[config.mk]
export PLATFORM = sky130hd
export DESIGN_NAME = msc_cfg
export DESIGN_NICKNAME = d
export VERILOG_FILES = /design/src/hw/rtl/msc_pkg.sv /design/src/hw/rtl/msc_cfg.sv
export SDC_FILE = /design/constraint.sdc
export NUM_CORES = 1
export LEC_CHECK = 0
export BUFFER_PORTS_ARGS = -buffer_cell sky130_fd_sc_hd__buf_2
export CORE_AREA = 2 2 51 53
export DETAILED_ROUTE_END_ITERATION = 10
export DIE_AREA = 0 0 53 55
export HOLD_SLACK_MARGIN = 0.1
export PLACE_DENSITY = 0.72
export SLEW_MARGIN = 20
export SYNTH_ARGS = -nofsm -noshare
export SYNTH_HDL_FRONTEND = slang
export SYNTH_SLANG_ARGS = --single-unit
[constraint.sdc]
create_clock -name aclk -period 0.8 [get_ports aclk]
set_input_delay 0.24 -clock aclk [delete_from_list [all_inputs] [get_ports aclk]]
set_output_delay 0.24 -clock aclk [all_outputs]
set_load 0.01 [all_outputs]
[src/hw/rtl/msc_pkg.sv]
// msc_pkg: shared types, constants and codes for the max-spacing clustering block
// used by every module under hw/rtl except msc_ram; depends on nothing else
package msc_pkg;

    // forest geometry
    localparam int MAX_NODES   = 1024;
    localparam int NODE_BITS   = $clog2(MAX_NODES);
    localparam int VERTEX_BITS = 10;
    localparam int COUNT_BITS  = 11;
    localparam int SIZE_BITS   = 11;
    localparam int COST_BITS   = 16;

    // configuration port
    localparam int CFG_INDEX_BITS = 1;
    localparam int CFG_DATA_BITS  = 11;

    // register indexes
    localparam logic [CFG_INDEX_BITS-1:0] REG_NODE_COUNT      = 1'd0;
    localparam logic [CFG_INDEX_BITS-1:0] REG_TARGET_CLUSTERS = 1'd1;

    // register reset values
    localparam logic [COUNT_BITS-1:0] NODE_COUNT_RESET = 11'd1024;
    localparam logic [COUNT_BITS-1:0] TARGET_RESET     = 11'd4;
    localparam logic [COUNT_BITS-1:0] MAX_NODES_COUNT  = COUNT_BITS'(MAX_NODES);
    localparam logic [COUNT_BITS-1:0] COUNT_RESET      =
        (NODE_COUNT_RESET > MAX_NODES_COUNT) ? MAX_NODES_COUNT : NODE_COUNT_RESET;

    // action codes
    localparam logic ACT_CLEAR = 1'b0;
    localparam logic ACT_EDGE  = 1'b1;

    localparam logic [SIZE_BITS-1:0] SIZE_ONE = SIZE_BITS'(1);

    // input word
    typedef struct packed {
        logic                   action;
        logic [VERTEX_BITS-1:0] first_vertex;
        logic [VERTEX_BITS-1:0] second_vertex;
        logic [COST_BITS-1:0]   edge_cost;
    } msc_in_t;

    // result word
    typedef struct packed {
        logic                  merged;
        logic                  finished;
        logic [COST_BITS-1:0]  spacing;
        logic [COUNT_BITS-1:0] clusters_left;
        logic                  bad_vertex;
    } msc_out_t;

    // one forest entry as stored in the node memory
    typedef struct packed {
        logic [SIZE_BITS-1:0] tree_size;
        logic [NODE_BITS-1:0] parent_link;
    } msc_node_t;

    // configuration seen by the engine
    typedef struct packed {
        logic [COUNT_BITS-1:0] nodes_in_use;
        logic [COUNT_BITS-1:0] target_clusters;
    } msc_cfg_t;

endpackage

[src/hw/rtl/msc_cfg.sv]
// msc_cfg: configuration registers and the clipped node count
// depends on msc_pkg
module msc_cfg
    import msc_pkg::*;
(
    input  logic                      aclk,
    input  logic                      aresetn,
    input  logic                      cfg_we,
    input  logic [CFG_INDEX_BITS-1:0] cfg_index,
    input  logic [CFG_DATA_BITS-1:0]  cfg_wdata,
    output msc_cfg_t                  cfg
);

    logic [COUNT_BITS-1:0] node_count_reg;
    logic [COUNT_BITS-1:0] target_reg;

    // register writes
    always_ff @(posedge aclk) begin
        if (!aresetn) begin
            node_count_reg <= NODE_COUNT_RESET;
            target_reg     <= TARGET_RESET;
        end else if (cfg_we) begin
            case (cfg_index)
                REG_NODE_COUNT:      node_count_reg <= cfg_wdata;
                REG_TARGET_CLUSTERS: target_reg     <= cfg_wdata;
                default: ;
            endcase
        end
    end

    // node count saturates at the memory depth
    always_comb begin
        cfg.nodes_in_use    = (node_count_reg > MAX_NODES_COUNT) ? MAX_NODES_COUNT
                                                                 : node_count_reg;
        cfg.target_clusters = target_reg;
    end

endmodule

## Word level (Yosys, flattened, before mapping)

Cells that the tools add are included.
W data, S select, Z words.

| storage, ports and cells | value |
|---|---|
| flip-flop bits (word level) | 22 |
| bits in latches | 0 |
| RAM bits | 0 |
| bits in read-only memories | 0 |
| input bits | 15 |
| word-level logic and storage cells | 7 |
| memories | 0 |

| operators by class | value |
|---|---|
| add/sub/neg operators | 0 |
| multipliers | 0 |
| divide/modulo/power cells | 0 |
| magnitude comparators | 1 |
| equality and inequality tests | 0 |
| shifts and indexed selects | 0 |
| muxes and demuxes | 1 |
| bitwise gates (word level) | 1 |
| reductions and logical operators | 2 |

Operator list:

| cell | count |
|---|---|
| $gt A11 B11 Y1 const B | 1 |
| $mux W11 | 1 |
| $reduce_and A2 Y1 | 2 |
| $not A1 Y1 | 1 |

## Logic depth before layout (Yosys ltp)

Gate-level depths: netlist (run 1).

| logic depth | value |
|---|---|
| depth after elaboration | 2 |
| gate-level depth with buffers | 4 |
| gate-level depth less buffers | 2 |

## Least setup slack after synthesis (run 1)

No wires, ideal clock.

| timing path | value |
|---|---|
| path kind | register -> output |
| start | register node_count_reg[10] |
| end | output cfg[11] in the netlist's numbering |
| arrival time | 703 ps |
| required time | 560 ps |
| path slack | -143 ps |
| stages on the path, launching flop included | 3 |
| path buffers | 1 |
| path through | dfxtp_1 clkbuf_1 nor2b_1 |

RTL lines:

| what | line | RTL |
|---|---|---|
| from (decl) | msc_cfg.sv:14 | `logic [COUNT_BITS-1:0] node_count_reg;` |
| from (signal assigned) | msc_cfg.sv:24 | `REG_NODE_COUNT: node_count_reg <= cfg_wdata;` |
| to (decl) | msc_cfg.sv:11 | `output msc_cfg_t cfg` |

==> run metrics, run 1 <==
CTS Buf Count=3; Mapped Area=916 sq um; Static Leakage=0.000671 uW; RSZ-0062 raised after global routing=true; Critical Path AT=1.03 ns; fin crit period=1.27 ns; maximum root-to-sink buffer count=2; Post-Synth Simple-Gate Area=22.8%; Total Wirelength=1.99 mm; post-synthesis cell count=99; Synth Area in Adders=0%; worst-path fanout max=3; Clk pwr share=35.1%; Final nets=160; largest family of logic cells by synthesized area=simple AND/OR/NAND/NOR gates; f_max=789 MHz; Vias=803; Worst R2R Path Depth=3; initial antenna violation count=0; critical path's largest stage delay=0.36 ns; fin worst setup slack=-0.467 ns; I/O Pins=37; TritonCTS clock tree=done; sequential fraction of the synthesis area=48.1%; Layout area overhead=59.6%; CTS root buffer=clkbuf_4; Worst setup EP type=output port; Max Cap Violations=0; clk_skew=0 ns; Reg clk slew, reported paths=0.12 ns; R2R setup slack=0.05 ns; HPWL Detailed=1.47 mm; Hold Path Depth=3; vias in the first global route=758; chip height=55 microns; drt drc=0; Slew @ Worst Pin=0.242 ns; post-DR wirelength/cell=11.5 microns; Slew Viols, Final=0; Starting Density=38.7%; critical path data required time=0.56 ns; # clock sinks=22; GPL Wtd Cong=0.755; Clock Latency Late Sink=0.30 ns; Avg Inst Size Synth=9.25 sq um; VDD IR max=0.00115 V; outcome=finished with violations; pin count of the biggest net entering global routing=14; synth unique cells=16; internal power=1870 uW; Syn. warnings=0; switch share=22.1%; post-CTS setup buffer count=0; all-layer global routing usage=15.0%; Synth Area in Compound Gates=2.05%; drt via density=4.61; gr busiest metal=met2; row count=18; global-route wire length before repair=3.22 mm; # port buffers=36; layout cells sized above 1=51.4%; sum of negative setup slack=-7.09 ns; H-tree depth=1; initial DRC count=6; grt met3 use=1.88%; Power Total=2400 uW; final hold vios=0; mux cell area share after synthesis=20.8%; Seq cells post-synth=22; 1st-pass router iterations=2; Critical Path Start Type=flip-flop; grt total ovfl=0; pwr/cell area=1640 nW/um^2; failing checks=setup timing; worst slack, placed=-0.154 ns; worst hold slack=0.187 ns; chip width=53 microns; met1 Usage GRT=17.9%; grt met2 use=26.7%; Synth Net Count=114; Crit Path Class=reg -> out; DIE AREA=2920 sq um; ANT cells=0; hold buffer count at cts=0; headroom to the max-slew limit=83.6%; combinational fraction of design power=15.2%; worst min-delay path class=in -> reg; switching power=531 uW; slowest library cell on the worst path=dfxtp_2; Reg power frac=49.7%; Routed Antenna Nets=0; Synth Area in XOR/XNOR=0%; final setup vio count=22; crit share post-route=158%; critical-path cell list=buf_4 > nor2b_4 > buf_6; Core Area=2360 sq um
path summary, 6_finish.rpt:
check	end	startpoint
hold reg to reg	node_count_reg[7]	node_count_reg[7]
hold / removal	node_count_reg[4]	cfg_wdata[4]
setup reg to reg	node_count_reg[10]	node_count_reg[10]
setup / recovery	cfg[12]	node_count_reg[10]
cells by family after synthesis:
logic type	count (synthesis)
AO/OA/AOI/OAI	3
multiplexers	19
buffers and inverters	10
AND/OR/NAND/NOR	45
flip-flops	22
per-layer routing:
metal | part of all wire (%) | up-vias
li1 | - | 414
met1 | 42 | 372
met2 | 54 | 15
met3 | 3.7 | 2
met4 | 0.70 | 0
met5 | 0 | -
critical path, delay by kind of cell, from the launching register on:
family,cells,cell delay [ns]
and+or+nand+nor,1,0.11
DFF,1,0.36
buffers and inverters,2,0.26
power groups by stage:
stage / registers [uW] / clock network (uW) / logic, uW
2_1_floorplan: 1220 / 0 / 186
3_3_place_gp: 1200 / 0 / 317
3_5_place_dp: 1210 / 0 / 325
4_1_cts: 1190 / 863 / 367
5_1_grt: 1200 / 902 / 393
6_report: 1190 / 843 / 364
cells in the final DEF, fill, tap and decap left out:
master / netlist / final
nand2b_1: 1 / 1
inv_1: 2 / 2
a31oi_1: 1 / 1
buf_2: 4 / 16
clkbuf_4: 0 / 3
nor4bb_1: 1 / 1
nor2b_1: 10 / 1
nand2_1: 30 / 30
buf_6: 2 / 22
nor2b_4: 0 / 9
buf_4: 0 / 10
dfxtp_2: 0 / 12
o211ai_1: 1 / 1
buf_12: 0 / 1
nand3_1: 1 / 1
mux2i_1: 19 / 19
dfxtp_1: 22 / 10
o21ai_0: 1 / 1
and2_1: 1 / 1
nand4_1: 1 / 1
bufinv_16: 0 / 1
layout make-up:
type	instances	area, sq um
multi-input combinational	67	485
sequential	22	455
inverter	2	7.51
fill	205	903
clock buffer	3	22.5
clock inverter	1	30.0
tap	30	37.5
timing repair buffer	49	423
through the flow:
step	area (sq um)	utilization, %	std cells
6_report	1460	61.8	174
5_1_grt	1460	61.8	174
4_1_cts	1460	61.8	174
3_5_place_dp	1260	53.4	170
3_3_place_gp	1260	53.4	170
2_1_floorplan	1010	-	99
synth_stat cells:
library cell | count | share of area, %
clkbuf_1 | 2 | 0.82
nand2b_1 | 1 | 0.68
and2_1 | 1 | 0.68
nand4_1 | 1 | 0.68
o21ai_0 | 1 | 0.55
nor4bb_1 | 1 | 1.1
a31oi_1 | 1 | 0.68
o211ai_1 | 1 | 0.82
inv_1 | 2 | 0.82
buf_6 | 2 | 2.5
buf_2 | 4 | 2.2
dfxtp_1 | 22 | 48
mux2i_1 | 19 | 21
nand2_1 | 30 | 12
nor2b_1 | 10 | 6.8
nand3_1 | 1 | 0.55
repair_timing:
item / 4_1_cts / 5_1_grt
hold endpoints to repair: 0 / 0
gates resized for setup: 33 / 0
endpoints found under the setup margin: 22 / 23
(Power assumes the default switching activity.)
==> inputs of run 2 (changes only) <==
- ABC_AREA: not set -> 1
- CORE_AREA: 2 2 51 53 -> 2 2 50 52
- DIE_AREA: 0 0 53 55 -> 0 0 52 54
- PLACE_DENSITY: 0.72 -> 0.73
==> run 2 against run 1 <==
  * Largest cell class is now registers
  * Clock skew did not move
  * Critical path depth is 3 higher
  * Die area decreased by 3.7%
  * Sequential power is essentially flat
  * Core utilization down 1.7 points
  * Area after synthesis is 3.8% lower
  * Total power is 2.0% lower
  * Worst hold slack got worse by 0.012 ns
  * Combinational power grew 48%
  * The run still ends with setup timing left
  * Worst setup slack got worse by 0.26 ns
==> run metrics, run 2 <==
initial antenna violation count=0 (unchanged); sequential fraction of the synthesis area=50.0% (+1.9 points); post-synth top area cell=dfxtp_1; CTS Buf Count=3 (unchanged); all-layer global routing usage=16.7% (+1.7 points); maximum root-to-sink buffer count=2 (unchanged); Slew Viols, Final=0 (unchanged); Mapped Area=881 sq um (-3.8%); Reg clk slew, reported paths=0.12 ns (about the same); pwr/cell area=1690 nW/um^2 (+2.6%); commonest cells in the synthesized netlist=nor2_1 (35), dfxtp_1 (22), inv_1 (13); commonest non-fill, non-tap cell in the layout=nor2_1; initial DRC count=2 (-4); fraction of registers with async set/reset=0% (unchanged); Core Area=2320 sq um (-1.9%); row count=18 (unchanged); global-route wire length before repair=3.47 mm (+7.7%); Reg power frac=52.0% (+2.3 points); fin worst setup slack=-0.732 ns (-0.265 ns); Syn. warnings=0 (unchanged); GPL Wtd Cong=0.816 (+8.1%); drt drc=0 (unchanged); chip width=52 microns (-1.9%); Clock Latency Late Sink=0.30 ns (about the same); Avg Inst Size Synth=7.46 sq um (-19%); Final nets=185 (+16%); Synth Net Count=133 (+17%); DIE AREA=2810 sq um (-3.7%); combinational fraction of design power=22.9% (+7.7 points); placed cells=193 (+14%); H-tree depth=1 (unchanged); TritonCTS clock tree=done; Worst setup EP type=output port; post-synthesis cell count=118 (+19%); worst-path fanout max=9 (+6); register area=459 sq um (+0.82%); worst hold slack=0.176 ns (-0.0116 ns); Layout area overhead=58.4%; Critical Path AT=1.29 ns (+0.26 ns); headroom to the max-slew limit=77.7% (-6.0 points); Crit Path Class=reg -> out; Max Cap Violations=0 (unchanged); Vias=926 (+15%); Starting Density=38.0% (-0.76 points); Critical Path Start Type=flip-flop; number of synthesized flops with an enable pin=0 (unchanged); HPWL Detailed=1.64 mm (+12%); final setup vio count=22 (unchanged); chip height=54 microns (-1.8%); outcome=finished with violations; synth unique cells=17 (+1); clk_skew=0 ns (unchanged); ys flop type=dfxtp_1; VDD IR max=0.00109 V (-5.8%); crit share post-route=191% (+33 points); f_max=653 MHz (-17%); switching power=620 uW (+17%); ANT cells=0 (unchanged); # clock sinks=22 (unchanged); switch share=26.3% (+4.2 points); Routed Antenna Nets=0 (unchanged); fin crit period=1.53 ns (+0.265 ns); Clk pwr share=25.1% (-10 points); 1st-pass router iterations=4 (+2); worst min-delay path class=in -> reg; Power Total=2350 uW (-2.0%); critical path data required time=0.56 ns (about the same); # port buffers=36 (unchanged); most numerous cell in the Yosys netlist=nor2_1; internal power=1730 uW (-7.3%); post-DR wirelength/cell=10.7 microns (-6.5%); Static Leakage=0.000648 uW (-3.3%); commonest cells after routing, fill and taps aside=nor2_1 (31), buf_2 (23), dfxtp_2 (15), buf_6 (15), buf_4 (14); CTS root buffer=clkbuf_4; Fill cells=232 (+13%); area of the multi-input gates=373 sq um (-23%); vias in the first global route=910 (+20%); post-route insts no fill=199 (+14%); top-area cell type share of the netlist area=50.0% (+1.9 points); grt total ovfl=0 (unchanged); Seq cells post-synth=22 (unchanged); final hold vios=0 (unchanged); pin count of the biggest net entering global routing=23 (+9); Total Wirelength=2.13 mm (+7.0%); drt via density=4.65 (+0.83%); RSZ-0062 raised after global routing=true; I/O Pins=37 (unchanged); layout cells sized above 1=50.9% (-0.50 points); Synth area leaders=dfxtp_1 (50%), nor2_1 (15%), a21oi_1 (5.7%); Slew @ Worst Pin=0.334 ns (+0.0921 ns); failing checks=setup timing
[run 2: cell types whose count changed in the layout (fill, tap and decap cells not counted), sizes merged, moves of 5 or more]
cell,before,now
a21oi,0,10
buf,49,54
inv,2,14
mux2i,19,0
nand2,30,4
nor2,0,37
nor2b,10,0
o21ai,1,20
[run 2: logic make-up after synthesis]
kind of cell           synth area share, %
AO/OA/AOI/OAI                         18.8
flip-flops                            50.0
buffers and inverters                 11.5
AND/OR/NAND/NOR                       19.7
[run 2: critical path, stage by stage, from the launching register on]
cell,delay [ns]
dfxtp_1,0.34
nor2_1,0.13
nand3_2,0.09
nor2_2,0.13
nor2_4,0.08
nor2_1,0.09
buf_2,0.13
[run 2: per-layer routing]
layer	global-route usage (%)	part of all wire, %	vias to the layer above	wire length, microns
li1	-	-	474	-
met1	17.1	42	423	904
met2	33.8	52	27	1100
met3	3.06	5.7	2	121
met4	5.26	0.38	0	8
met5	0	0	-	0
[run 2: timing repair]
item,in CTS,in global routing
hold buffers,0,0
gates resized for setup,33,7
setup buffers,2,1
pin swaps,1,2
endpoints found under the setup margin,22,24
[run 2: power groups by stage]
stage	clock network [uW]	logic, uW	registers (uW)
finish	592	538	1220
global route	653	598	1230
CTS	608	530	1220
detailed placement	0	455	1230
global placement	0	445	1220
floorplan	0	224	1240
[run 2: cell type report]
type,count,area share [%]
clock buffer,4,2.60
multi-input combinational,75,26.7
inverter,14,4.30
tap,30,2.69
timing repair buffer,54,30.8
sequential,22,32.9
[run 2: final timing paths]
path                                         start            endpoint  slack [ns]  cells after the start
worst max-delay path             node_count_reg[3]             cfg[12]       -0.73                      6
worst min-delay path                  cfg_wdata[2]       target_reg[2]        0.18                      3
worst max register to register  node_count_reg[10]  node_count_reg[10]        0.04                      3
worst min register to register       target_reg[8]       target_reg[8]        0.50                      2
[run 2: stage by stage]
| stage | setup TNS, ns | util (%) | area [sq um] | setup slack, ns |
|---|---|---|---|---|
| finish | -9.47 | 60.1 | 1400 | -0.732 |
| floorplan | -2.27 | - | 893 | -0.252 |
| CTS | -9.52 | 59.4 | 1380 | -0.726 |
| global placement | -7.04 | 52.0 | 1210 | -0.395 |
| detailed placement | -7.87 | 52.0 | 1210 | -0.422 |
| global route | -10.77 | 60.1 | 1400 | -0.835 |
==> inputs of run 3 (changes only) <==
- SKIP_CTS_REPAIR_TIMING: not set -> 1
==> run 3 against run 2 <==
  * The flow still finishes with violations (setup timing)
  * Clock-buffer cell count is the same
  * Via count shrank 0.43%
  * Fmax grew 0.35%
  * Non-clock buffer count shrank 2
  * Sequential power is essentially flat
  * Clock skew is the same
  * Core utilization shrank 1.7 points
  * Clock power is essentially flat
  * Critical endpoint unchanged
  * Largest power group unchanged
  * Highest routed layer unchanged
==> run metrics, run 3 (synthesis gave the netlist of run 2 again) <==
drt drc=0 (unchanged); Clock Latency Late Sink=0.30 ns (about the same); pwr/cell area=1720 nW/um^2 (+1.8%); headroom to the max-slew limit=78.0% (+0.34 points); fin worst setup slack=-0.726 ns (+0.00538 ns); Vias=922 (-0.43%); crit path from=node_count_reg[8]; R2R setup slack=0.04 ns (about the same); critical path data required time=0.56 ns (about the same); ANT cells=0 (unchanged); switching power=609 uW (-1.8%); crit share post-route=191% (-0.67 points); chip width=52 microns (unchanged); RSZ-0062 raised after global routing=true; critical-path cell list=nor2_1 > nand3_1 > nor2_2 > nor2_4 > nor2_1 > buf_2; vias in the first global route=862 (-5.3%); post-DR wirelength/cell=10.5 microns (-2.3%); Routed Antenna Nets=0 (unchanged); # clock sinks=22 (unchanged); I/O Pins=37 (unchanged); Power Total=2330 uW (-1.1%); worst min-delay path class=in -> reg; Critical Path Start Type=flip-flop; worst slack, placed=-0.422 ns (unchanged); placed cell areas=1210 sq um (unchanged); Static Leakage=0.000634 uW (-2.3%); fin crit period=1.53 ns (-0.00538 ns); global-route wire length before repair=3.32 mm (-4.4%); Final nets=183 (-1.1%); Reg power frac=52.6% (+0.6 points); cell depth of the worst setup path=6 (unchanged); placed cells=193 (unchanged); cell mode on critical path=nor2_1; Critical Path AT=1.29 ns (about the same); worst hold slack=0.176 ns (+0.000208 ns); HPWL Detailed=1.64 mm (unchanged); Worst R2R Path Depth=3 (unchanged); Clk pwr share=25.4% (+0.3 points); Crit Path Class=reg -> out; grt total ovfl=0 (unchanged); Worst Setup EP=cfg[12]; failing checks=setup timing; post-route insts no fill=197 (-1.0%); row count=18 (unchanged); RR Endpoint=node_count_reg[10]; H-tree depth=1 (unchanged); Starting Density=38.0% (unchanged); clk_skew=0 ns (unchanged); RR Startpoint=node_count_reg[10]; initial antenna violation count=0 (unchanged); slowest library cell on the worst path=dfxtp_2; chip height=54 microns (unchanged); Core Area=2320 sq um (unchanged); Fill cells=230 (-0.86%); initial DRC count=2 (unchanged); CTS root buffer=clkbuf_4; maximum root-to-sink buffer count=2 (unchanged); layout cells sized above 1=49.1% (-1.8 points); worst-path fanout max=9 (unchanged); Max Cap Violations=0 (unchanged); commonest cells after routing, fill and taps aside=nor2_1 (31), buf_2 (24), dfxtp_2 (15), buf_6 (13), buf_4 (13); DIE AREA=2810 sq um (unchanged); final setup vio count=22 (unchanged); Slew Viols, Final=0 (unchanged); buffer and inverter count on the worst path=1 (unchanged); combinational fraction of design power=22.1% (-0.8 points); Reg clk slew, reported paths=0.12 ns (about the same); drt via density=4.68 (+0.58%); Slew @ Worst Pin=0.329 ns (-0.00507 ns); CTS Buf Count=3 (unchanged); Worst setup EP type=output port; TritonCTS clock tree=done; final hold vios=0 (unchanged); Layout area overhead=54.0%; switch share=26.1% (-0.20 points); # port buffers=36 (unchanged); GPL Wtd Cong=0.816 (unchanged); Crit path max-delay family=simple AND/OR/NAND/NOR gates; pin count of the biggest net entering global routing=23 (unchanged); internal power=1720 uW (-0.80%); critical path's largest stage delay=0.34 ns (about the same); 1st-pass router iterations=4 (unchanged); Total Wirelength=2.06 mm (-3.3%); outcome=finished with violations; VDD IR max=0.00110 V (+0.85%); commonest non-fill, non-tap cell in the layout=nor2_1; design area=1360 sq um (-2.8%); f_max=655 MHz (+0.35%); all-layer global routing usage=16.0% (-0.71 points)
## run 3: per-stage QoR
stage                     util, %  TNS (ns)
after global placement       52.0     -7.04
after detailed placement     52.0     -7.87
after global routing         58.5    -10.56
after floorplan                 -     -2.27
final                        58.5     -9.20
after CTS                    53.6    -10.15
## run 3: final cells by class
type,instances,area [sq um],area share (%)
Sequential cell,22,459,33.9
Timing Repair Buffer,52,404,29.8
Multi-Input combinational cell,75,359,26.5
Inverter,14,60.1,4.43
Tap cell,30,37.5,2.77
Clock buffer,4,36.3,2.68
## run 3: how the worst min path moves through the flow
stage / cells after the start / endpoint / start
floorplan: 2 / node_count_reg[0] / aresetn
global placement: 2 / target_reg[2] / target_reg[2]
detailed placement: 2 / target_reg[2] / target_reg[2]
CTS: 3 / target_reg[2] / cfg_wdata[2]
global route: 3 / target_reg[2] / cfg_wdata[2]
finish: 3 / target_reg[2] / cfg_wdata[2]
## run 3: tightest hold or removal path, cell delays in order
cell,delay (ns)
buf_2,0.10
nand2_1,0.05
nand3_1,0.05
## run 3: per-layer routing
metal	share of wire, %	GRT usage (%)
met2	50	31.0
met1	43	17.4
met3	5.8	2.78
met5	0	0
met4	0.39	5.26
## run 3: power by group through the flow
stage / Clock, uW / Combinational, uW / Sequential [uW]
2_1_floorplan: 0 / 224 / 1240
3_3_place_gp: 0 / 445 / 1220
3_5_place_dp: 0 / 455 / 1230
4_1_cts: 608 / 457 / 1200
5_1_grt: 653 / 574 / 1230
6_report: 591 / 514 / 1220
